$ cat src/rtl/hrp_pkg.sv
// Package for the hue rotation pixel block: coefficient table, data widths and shared types.
// No dependencies; used by every module of the block.
package hrp_pkg;

    localparam int ChanW  = 8;
    localparam int CfgW   = 16;
    localparam int CoefW  = 18;
    localparam int Q28W   = 32;
    localparam int ProdW  = ChanW + 1 + CoefW;
    localparam int SumW   = ProdW + 2;
    localparam int FracW  = 14;
    localparam int NCoef  = 9;
    localparam int NChan  = 3;

    localparam logic signed [CfgW-1:0] CosReset = 16'sd16384;
    localparam logic signed [CfgW-1:0] SinReset = 16'sd0;

    typedef enum logic {
        REG_COS_ANGLE = 1'b0,
        REG_SIN_ANGLE = 1'b1
    } cfg_index_t;

    typedef logic signed [CoefW-1:0] coef_t;

    typedef struct packed {
        logic s1;
        logic s2;
        logic s3;
        logic s4;
    } hrp_occ_t;

    // Base constant, cosine factor and sine factor of each coefficient, all Q.14.
    localparam int KBase [NCoef] = '{3490, 11715, 1180, 3490, 11715, 1180, 3490, 11715, 1180};
    localparam int KCos  [NCoef] = '{12894, -11715, -1180, -3490, 4669, -1180, -3490, -11715,
                                     15204};
    localparam int KSin  [NCoef] = '{-3490, -11715, 15204, 2343, 2294, -4637, -12894, 11715,
                                     1180};

endpackage

$ cat src/rtl/hrp_coef.sv
// Angle registers and the nine hue rotation matrix coefficients derived from them.
// Depends on hrp_pkg.
module hrp_coef
    import hrp_pkg::*;
(
    input  logic                   clk,
    input  logic                   rst_n,
    input  logic                   cfg_we,
    input  logic                   cfg_index,
    input  logic [CfgW-1:0]        cfg_wdata,
    output coef_t                  coef [NCoef]
);

    logic signed [CfgW-1:0] cos_reg, cos_next;
    logic signed [CfgW-1:0] sin_reg, sin_next;
    logic signed [Q28W-1:0] q28 [NCoef];
    logic signed [Q28W-1:0] rnd [NCoef];
    coef_t                  coef_reg  [NCoef];
    coef_t                  coef_next [NCoef];

    always_comb
    begin
        cos_next = cos_reg;
        sin_next = sin_reg;
        if (cfg_we)
        begin
            case (cfg_index_t'(cfg_index))
                REG_COS_ANGLE: cos_next = cfg_wdata;
                REG_SIN_ANGLE: sin_next = cfg_wdata;
                default:       cos_next = cos_reg;
            endcase
        end
    end

    // The coefficients follow the next register values, so that a pixel taken in the
    // same cycle as a write already sees the new angle.
    always_comb
    begin
        for (int i = 0; i < NCoef; i++)
        begin
            q28[i] = Q28W'(KBase[i] * (1 << FracW))
                   + Q28W'(int'(cos_next) * KCos[i])
                   + Q28W'(int'(sin_next) * KSin[i]);
            rnd[i] = (q28[i] + Q28W'(1 << (FracW - 1))) >>> FracW;
            coef_next[i] = rnd[i][CoefW-1:0];
        end
    end

    always_ff @(posedge clk or negedge rst_n)
    begin
        if (!rst_n)
        begin
            cos_reg <= CosReset;
            sin_reg <= SinReset;
        end
        else
        begin
            cos_reg <= cos_next;
            sin_reg <= sin_next;
        end
    end

    always_ff @(posedge clk)
    begin
        coef_reg <= coef_next;
    end

    assign coef = coef_reg;

endmodule

$ cat config.mk
export PLATFORM = sky130hd
export DESIGN_NAME = hrp_coef
export DESIGN_NICKNAME = d
export VERILOG_FILES = /design/src/rtl/hrp_pkg.sv /design/src/rtl/hrp_coef.sv
export SDC_FILE = /design/constraint.sdc
export NUM_CORES = 2
export LEC_CHECK = 0
export CAP_MARGIN = 20
export CORE_MARGIN = 3
export CORE_UTILIZATION = 44
export CTS_CLUSTER_SIZE = 20
export DETAILED_ROUTE_END_ITERATION = 10
export DONT_BUFFER_PORTS = 1
export PLACE_DENSITY = 0.68
export SLEW_MARGIN = 5
export SYNTH_ARGS = -nofsm -noshare
export SYNTH_HDL_FRONTEND = slang
export SYNTH_SLANG_ARGS = --single-unit
$ cat constraint.sdc
create_clock -name clk -period 31 [get_ports clk]
set_input_delay 6.2 -clock clk [delete_from_list [all_inputs] [get_ports clk]]
set_output_delay 6.2 -clock clk [all_outputs]
set_load 0.005 [all_outputs]
==> flow_summary.toml <==
[status]
status = "finished clean"

[clocking]
cts_root_buf = "clkbuf_16"
cts.repair.resized = 0
cts_inserted_buffers = 17
htree_levels = 4
clk_latency_ns = 0.61
cts_tree = "done"
postCtsHoldBufs = 0
clockBufferDepth = 2
cts_setup_buffers = 0
cts.sinks = 194
clkSlewWorstSetupHoldPaths_ns = 0.10

[grt]
gr-total-overflow = 0
grt_pass1_vias = 53210
antenna_found_initial = 13
grt_max_degree = 44
grt_pass1_wl_um = 368600
grt_use_total = 0.3181

[finish]
largest_reg_flops = 162
nNetsFinal = 10120
layout_common_cells = "inv_1, ha_1, fa_1"
areaGrowthSynthToFinish_pct = 5.726
layout_commonest_cell = "inv_1"
drive_gt1_frac = 0.03128

[synth]
synth_seq_cells = 194
synth.area.top_cells = "fa_1, ha_1, inv_1"
netlist_instances = 7299
synth_nets = 10020
yosysSeqAreaShare = 0.05819
synth.top_cell.area_share = 0.3459
synth_area_leader_cell = "fa_1"
avgSynthCellArea_um2 = 9.523
synth_edf_count = 0
async_reset_ff_frac = 0.1649
ys_warn_count = 0
synth_cell_types = 101
synthFlopType = "dfxtp_1"
synth_area_mm2 = 0.06951

[timing]
setup_viol = 0
finalHoldViolations = 0
rsz0062_at_grt = "false"
relSlewSlack = 0.1844
max_freq_ghz = 0.05593
fin_crit_ns = 17.88
skew_ns = 0.03316
drv_slew = 0
finalCritPeriodShare = 0.5768
tightest_slew_ns = 1.223
setup_tns_ns = 0

[routing]
wire_per_inst_um = 26.59
ant_nets = 0
via_per_inst = 5.381
vias = 51070
dr.first_iter.drc_count = 4372
wl_um = 252300
drt_first_pass_iters = 6
drc = 0

[floorplanning]
rows = 145
dieArea_mm2 = 0.1628
dieWidth_um = 403.5
die_y_um = 403.5
ios = 182
coreArea_mm2 = 0.1566
start_util = 0.4440

[worst_setup_path]
endpoint_kind = "register"
cp-endpoint = "coef[89]"
regToRegSetupSlack_ns = 19.00
cp_slowest_stage_delay_ns = 0.77
setup.worst_path.start = "cfg_we"
r2r-start = "sin_reg[1]"
criticalPathCategory = "in2reg"
cp.required_ns = 31.50
rr_endpoint = "coef[89]"
crit_slowest_cell = "a2111oi_0"
rr_worst_depth = 40
start_kind = "input port"
worstPathMaxFanout = 17
arrival_ns = 18.38

[min_path]
hp-class = "reg2reg"

[placed_design]
port_buffers = 0
gp_congestion = 1.036
dp_hpwl_um = 220000

[run]
maxCapViolCount = 0
-- worst max-delay path, delay by kind of cell --
kind,cells,cell delay (ns)
multiplexers,1,0.27
AO/OA/AOI/OAI,10,3.00
adder cells (fa/ha/maj),13,5.69
AND/OR/NAND/NOR,5,0.90
buffers and inverters,10,1.74
XOR/XNOR,2,0.56
-- stage by stage --
step,cells,instance area [um^2],hold slack [ns],setup WS (ns),utilization
4_1_cts,9475,73450,0.9185,13.14,0.4691
5_1_grt,9483,73470,0.9089,12.65,0.4693
3_3_place_gp,9439,72830,0.8671,12.71,0.4651
3_5_place_dp,9443,72860,0.8942,12.53,0.4653
2_1_floorplan,7299,69510,0.6668,12.51,-
6_report,9490,73490,0.8998,13.12,0.4694
-- worst min path at each step --
stage                          start          to  slack [ns]  cells past startpoint
after floorplan           sin_reg[4]  sin_reg[4]        0.67                      1
after detailed placement  sin_reg[8]  sin_reg[8]        0.89                      2
after global placement    sin_reg[8]  sin_reg[8]        0.87                      2
final                     sin_reg[8]  sin_reg[8]        0.90                      2
after global routing      sin_reg[8]  sin_reg[8]        0.91                      2
after CTS                 sin_reg[8]  sin_reg[8]        0.92                      2
-- cells by family (layout without fill, tap and decap cells) --
| family | Yosys count | after routing | share of synthesized area |
|---|---|---|---|
| multiplexers | 58 | 58 | 0.008874 |
| XOR/XNOR | 447 | 447 | 0.05632 |
| adder cells (fa/ha/maj) | 2700 | 2700 | 0.6157 |
| AO/OA/AOI/OAI | 887 | 887 | 0.08460 |
| AND/OR/NAND/NOR | 853 | 853 | 0.05953 |
| other | 1 | 16 | 0.00005395 |
| buffers and inverters | 2159 | 2277 | 0.1167 |
| flip-flops | 194 | 194 | 0.05819 |
-- metal layers --
metal,up-vias,GRT usage,share of wire
met3,390,0.05840,0.072
met5,-,0,0.00026
met2,1731,0.4750,0.43
met4,10,0.1867,0.070
li1,23120,-,-
met1,25810,0.4313,0.43
-- cells in the mapped netlist (all sizes together), types with 26 or more instances --
cell	count
nand2b	40
o21bai	37
a211oi	33
a21oi	279
dfxtp	162
nand2	158
o21ai	164
o21a	75
ha	1498
dfrtp	31
xnor2	327
and2	26
or3	26
nor2b	54
a21o	79
nand3	73
mux2i	39
xor2	120
fa	1201
inv	2141
a31oi	26
and3	40
nor2	263
nor3	101
-- layout make-up --
| cell class | count | area, um^2 |
|---|---|---|
| Fill cell | 14910 | 83080 |
| Multi-Input combinational cell | 4946 | 57420 |
| Inverter | 2142 | 8044 |
| Sequential cell | 194 | 4045 |
| Tap cell | 2058 | 2575 |
| Timing Repair Buffer | 103 | 773.2 |
| Clock buffer | 18 | 439.2 |
| Clock inverter | 14 | 157.7 |
| Antenna cell | 15 | 37.54 |
Power is not shown: default switching activity piles up to over one toggle a cycle in this logic, so the estimate is an artifact.
