[config.mk]
export PLATFORM = sky130hd
export DESIGN_NAME = hrp_datapath
export DESIGN_NICKNAME = d
export VERILOG_FILES = /design/src/rtl/hrp_pkg.sv /design/src/rtl/hrp_datapath.sv
export SDC_FILE = /design/constraint.sdc
export NUM_CORES = 2
export LEC_CHECK = 0
export BUFFER_PORTS_ARGS = -buffer_cell sky130_fd_sc_hd__buf_2
export CAP_MARGIN = 0
export CORE_MARGIN = 10
export CORE_UTILIZATION = 30
export DETAILED_ROUTE_END_ITERATION = 12
export HOLD_SLACK_MARGIN = 0.1
export SETUP_SLACK_MARGIN = 0.5
export SYNTH_ARGS = -nofsm -noshare
export SYNTH_HDL_FRONTEND = slang
export SYNTH_SLANG_ARGS = --single-unit
[constraint.sdc]
create_clock -name clk -period 11.5 [get_ports clk]
set_clock_uncertainty 0.1 [all_clocks]
set_input_delay 2.3 -clock clk [delete_from_list [all_inputs] [get_ports clk]]
set_output_delay 2.3 -clock clk [all_outputs]
set_load 0.02 [all_outputs]
[src/rtl/hrp_pkg.sv]
// Package for the hue rotation pixel block: coefficient table, data widths and shared types.
// No dependencies; used by every module of the block.
package hrp_pkg;

    localparam int ChanW  = 8;
    localparam int CfgW   = 16;
    localparam int CoefW  = 18;
    localparam int Q28W   = 32;
    localparam int ProdW  = ChanW + 1 + CoefW;
    localparam int SumW   = ProdW + 2;
    localparam int FracW  = 14;
    localparam int NCoef  = 9;
    localparam int NChan  = 3;

    localparam logic signed [CfgW-1:0] CosReset = 16'sd16384;
    localparam logic signed [CfgW-1:0] SinReset = 16'sd0;

    typedef enum logic {
        REG_COS_ANGLE = 1'b0,
        REG_SIN_ANGLE = 1'b1
    } cfg_index_t;

    typedef logic signed [CoefW-1:0] coef_t;

    typedef struct packed {
        logic s1;
        logic s2;
        logic s3;
        logic s4;
    } hrp_occ_t;

    // Base constant, cosine factor and sine factor of each coefficient, all Q.14.
    localparam int KBase [NCoef] = '{3490, 11715, 1180, 3490, 11715, 1180, 3490, 11715, 1180};
    localparam int KCos  [NCoef] = '{12894, -11715, -1180, -3490, 4669, -1180, -3490, -11715,
                                     15204};
    localparam int KSin  [NCoef] = '{-3490, -11715, 15204, 2343, 2294, -4637, -12894, 11715,
                                     1180};

endpackage

[src/rtl/hrp_datapath.sv]
// Four-stage pixel pipeline: input register, nine products, channel sums, scale and clamp.
// Depends on hrp_pkg; coefficients come from hrp_coef.
module hrp_datapath
    import hrp_pkg::*;
(
    input  logic              clk,
    input  logic              rst_n,
    input  coef_t             coef [NCoef],
    input  logic              in_valid,
    output logic              in_ready,
    input  logic [ChanW-1:0]  in_chan [NChan],
    input  logic [ChanW-1:0]  in_alpha,
    input  logic              in_last,
    output logic              out_valid,
    input  logic              out_ready,
    output logic [ChanW-1:0]  out_chan [NChan],
    output logic [ChanW-1:0]  out_alpha,
    output logic              out_last,
    output hrp_occ_t          occ
);

    logic v1_reg, v2_reg, v3_reg, v4_reg;
    logic en1, en2, en3, en4;

    logic [ChanW-1:0]        px_reg [NChan];
    logic [ChanW-1:0]        a1_reg, a2_reg, a3_reg, a4_reg;
    logic                    l1_reg, l2_reg, l3_reg, l4_reg;
    logic signed [ProdW-1:0] prod_reg  [NCoef];
    logic signed [ProdW-1:0] prod_next [NCoef];
    logic signed [SumW-1:0]  sum_reg   [NChan];
    logic signed [SumW-1:0]  sum_next  [NChan];
    logic signed [SumW-FracW-1:0] scaled [NChan];
    logic [ChanW-1:0]        res_reg   [NChan];
    logic [ChanW-1:0]        res_next  [NChan];
    logic signed [ChanW:0]   px_s      [NChan];

    // A stage moves on when the one after it is empty or moving itself.
    assign en4 = !v4_reg || out_ready;
    assign en3 = !v3_reg || en4;
    assign en2 = !v2_reg || en3;
    assign en1 = !v1_reg || en2;
    assign in_ready = en1;

    always_comb
    begin
        for (int k = 0; k < NChan; k++)
        begin
            px_s[k] = $signed({1'b0, px_reg[k]});
        end
        for (int i = 0; i < NCoef; i++)
        begin
            prod_next[i] = px_s[i % NChan] * coef[i];
        end
        for (int c = 0; c < NChan; c++)
        begin
            sum_next[c] = SumW'(prod_reg[c*NChan]) + SumW'(prod_reg[c*NChan+1])
                        + SumW'(prod_reg[c*NChan+2]);
            scaled[c] = sum_reg[c][SumW-1:FracW];
            if (scaled[c] < 0)
                res_next[c] = '0;
            else if (scaled[c] > $signed((SumW-FracW)'(255)))
                res_next[c] = '1;
            else
                res_next[c] = scaled[c][ChanW-1:0];
        end
    end

    always_ff @(posedge clk or negedge rst_n)
    begin
        if (!rst_n)
        begin
            v1_reg <= 1'b0;
            v2_reg <= 1'b0;
            v3_reg <= 1'b0;
            v4_reg <= 1'b0;
        end
        else
        begin
            if (en1)
                v1_reg <= in_valid;
            if (en2)
                v2_reg <= v1_reg;
            if (en3)
                v3_reg <= v2_reg;
            if (en4)
                v4_reg <= v3_reg;
        end
    end

    always_ff @(posedge clk)
    begin
        if (en1)
        begin
            px_reg <= in_chan;
            a1_reg <= in_alpha;
            l1_reg <= in_last;
        end
        if (en2)
        begin
            prod_reg <= prod_next;
            a2_reg   <= a1_reg;
            l2_reg   <= l1_reg;
        end
        if (en3)
        begin
            sum_reg <= sum_next;
            a3_reg  <= a2_reg;
            l3_reg  <= l2_reg;
        end
        if (en4)
        begin
            res_reg <= res_next;
            a4_reg  <= a3_reg;
            l4_reg  <= l3_reg;
        end
    end

    assign out_valid = v4_reg;
    assign out_chan  = res_reg;
    assign out_alpha = a4_reg;
    assign out_last  = l4_reg;
    assign occ       = '{s1: v1_reg, s2: v2_reg, s3: v3_reg, s4: v4_reg};

endmodule

==> results.sh <==
export IMPL_grt_start_max_net_pins=142
export IMPL_cp_num_cells=19
export IMPL_row_count=166
export IMPL_syn_area_um2=61600
export IMPL_setup_violations=0
export IMPL_critPathRequiredTime_ps=11770
export IMPL_die_h_um=473
export IMPL_fmaxAchievable_ghz=0.145
export IMPL_drt_pass1_iter_count=7
export IMPL_worstSetupStartpointType="input port"
export IMPL_netlist_area_leader_share_pct=35.9
export IMPL_numCtsBuffers=49
export IMPL_fin_nets=8340
export IMPL_floorplan_initialDensity_pct=30.1
export IMPL_crit_chain="buf_2 -> nand2_1 -> fa_1 -> inv_1 -> fa_1 -> fa_1 -> inv_1 -> fa_1 -> inv_1 -> ha_1 -> a21o_1 -> a21o_1 -> a21oi_1 -> o211ai_1 -> nor4b_1 -> o31ai_1 -> a21oi_1 -> o21ai_0 -> xnor2_1"
export IMPL_path_class="input port to flip-flop"
export IMPL_slowest_stage="fa_1"
export IMPL_core_area_um2=205000
export IMPL_htreeDepth=2
export IMPL_place_inst=9107
export IMPL_period_minus_slack_ps=6900
export IMPL_r2r_start="px_reg[0]"
export IMPL_yosys_top_cells_count="inv_1, fa_1, and2_1"
export IMPL_drive_gt1_share_pct=5.75
export IMPL_largest_reg_flops=243
export IMPL_num_vias=42300
export IMPL_yosysMostFrequentCell="inv_1"
export IMPL_cp_top_family="adder cells"
export IMPL_maxCapViolCount=0
export IMPL_postCtsHoldBufs=0
export IMPL_gp_congestion=0.853
export IMPL_slew_headroom_pct=32.9
export IMPL_synthDistinctLibCells=73
export IMPL_cp_common_cell="fa_1"
export IMPL_ant_nets=0
export IMPL_syn_avg_cell_area_um2=9.77
export IMPL_cts_buffer_depth=3
export IMPL_post_route_cell_area_um2=67400
export IMPL_drv_slew=0
export IMPL_syn_inst=6312
export IMPL_setup_tns_ps=0
export IMPL_cts_resized=0
export IMPL_endpoint="prod_reg[132]"
export IMPL_dp_hpwl_um=131000
export IMPL_synth_edf_count=372
export IMPL_grt_overflow_total=0
export IMPL_rsz0062_at_grt="false"
export IMPL_ys_warnings_count=0
export IMPL_grtUsageTotal_pct=14.6
export IMPL_finalCritPeriodShare_pct=60.0
export IMPL_first_global_vias=45600
export IMPL_reg2reg_slack_ps=4770
export IMPL_cpPeakStageDelay_ps=570
export IMPL_remaining_drc_errors=0
export IMPL_whs_path_depth=0
export IMPL_rr_worst_depth=19
export IMPL_whs_ps=307
export IMPL_crit_fanout=8
export IMPL_hold_class="flip-flop to flip-flop"
export IMPL_io_buffers=237
export IMPL_cp_end_kind="flip-flop"
export IMPL_wirelength_um=162000
export IMPL_finalNonFillerCells=9202
export IMPL_outcome="complete, no violations"
export IMPL_synth_nets=8182
export IMPL_grt_pass1_wl_um=258000
export IMPL_synth_top_area_cell="fa_1"
export IMPL_placed_area_um2=65800
export IMPL_clk_pin_slew_ps=60
export IMPL_post_drt_via_cell_ratio=4.60
export IMPL_worst_slew_pin_slew_ps=1010
export IMPL_arrival_ps=7160
export IMPL_startpoint="coef[85]"
export IMPL_yosysSeqAreaShare_pct=18.3
export IMPL_antenna_found_initial=73
export IMPL_post_drt_wl_per_cell_um=17.6
export IMPL_io_pins=238
export IMPL_drt_initial_drc_count=2229
export IMPL_areaGrowthSynthToFinish_pct=9.41
export IMPL_ys_async_sr_fraction_pct=1.06
export IMPL_worstSkewPairLatency_ps=660
export IMPL_cts_root_buf="clkbuf_16"
export IMPL_cts_tree="yes"
export IMPL_cts_sinks=376
export IMPL_cp_num_buf_inv=4
export IMPL_post_cts_setup_buffer_count=0
export IMPL_chipWidth_um=473
export IMPL_synth_ff_type="edfxtp_1"
export IMPL_r2r_end="prod_reg[188]"
export IMPL_synth_ff_latch_count=376
export IMPL_die_area_um2=224000
export IMPL_synth_area_leaders="fa_1, edfxtp_1, ha_1"
export IMPL_hold_viol_final=0
==> per-layer routing <==
metal	part of all wire [%]	GRT usage, %	wire length, um
met1	43	19.1	69800
met2	46	24.1	74800
met3	6.9	3.31	11200
met4	3.4	4.40	5440
met5	0.16	0	262
==> worst reg2reg max path, cell delays in order, from the launching register on <==
cell,delay (ps)
edfxtp_1,1000
buf_4,580
nand2_1,190
fa_1,560
inv_1,60
fa_1,520
inv_1,70
fa_1,490
fa_1,500
inv_1,40
ha_1,310
inv_1,60
o21ai_2,190
a2111oi_0,150
or3_1,400
a21boi_1,270
nor2_1,130
o211ai_1,330
a2111oi_0,170
or3b_1,370
==> per-stage QoR <==
stage	setup slack (ps)	util, %
after detailed placement	4000	32.2
after CTS	4680	33.0
after global routing	4290	33.0
after floorplan	707	-
final	4600	33.0
after global placement	3960	32.2
==> final cells by class <==
cell class / instances / area [um^2]
inverter: 1499 / 5630
sequential: 376 / 11300
antenna: 9 / 22.5
clock buffer: 56 / 1270
multi-input combinational: 4277 / 44100
clock inverter: 30 / 319
timing repair buffer: 267 / 1420
fill: 20900 / 137000
tap: 2688 / 3360
==> worst min-delay path by stage <==
stage / start / to / slack, ps
after global routing: a3_reg[3] / out_alpha[3] / 310
after floorplan: a1_reg[0] / a2_reg[0] / 300
after detailed placement: l1_reg / l2_reg / 300
final: a3_reg[3] / out_alpha[3] / 310
after CTS: a3_reg[3] / out_alpha[3] / 300
after global placement: a3_reg[2] / out_alpha[2] / 300
==> logic make-up (layout without fill, tap and decap cells) <==
family          after synthesis  in the layout  synth area share, %
simple gates               1804           1804                 14.9
fa+ha+maj                  1671           1671                 47.4
buf+inv                    1659           1852                 10.1
compound gates              550            550                 5.72
flops                       376            376                 18.3
xor+xnor                    247            247                 3.51
mux                           5              5               0.0853
other cells                   0              9                    0
==> layout by cell type, fill, tap and decap left out, types with 72 or more instances in the layout <==
cell      netlist  routed
nand2_1       651     650
edfxtp_1      372     372
a21oi_1       195     195
xnor2_1       186     186
buf_2           0     237
and2_1        745     745
inv_1        1499    1498
nor2_1        169     169
o21ai_0        94      94
a21o_1         72      72
ha_1          567     567
fa_1         1104    1104
Power is left out: the tool's default activity adds up to more than one toggle a clock period on the data nets, which glitch-free logic cannot reach.
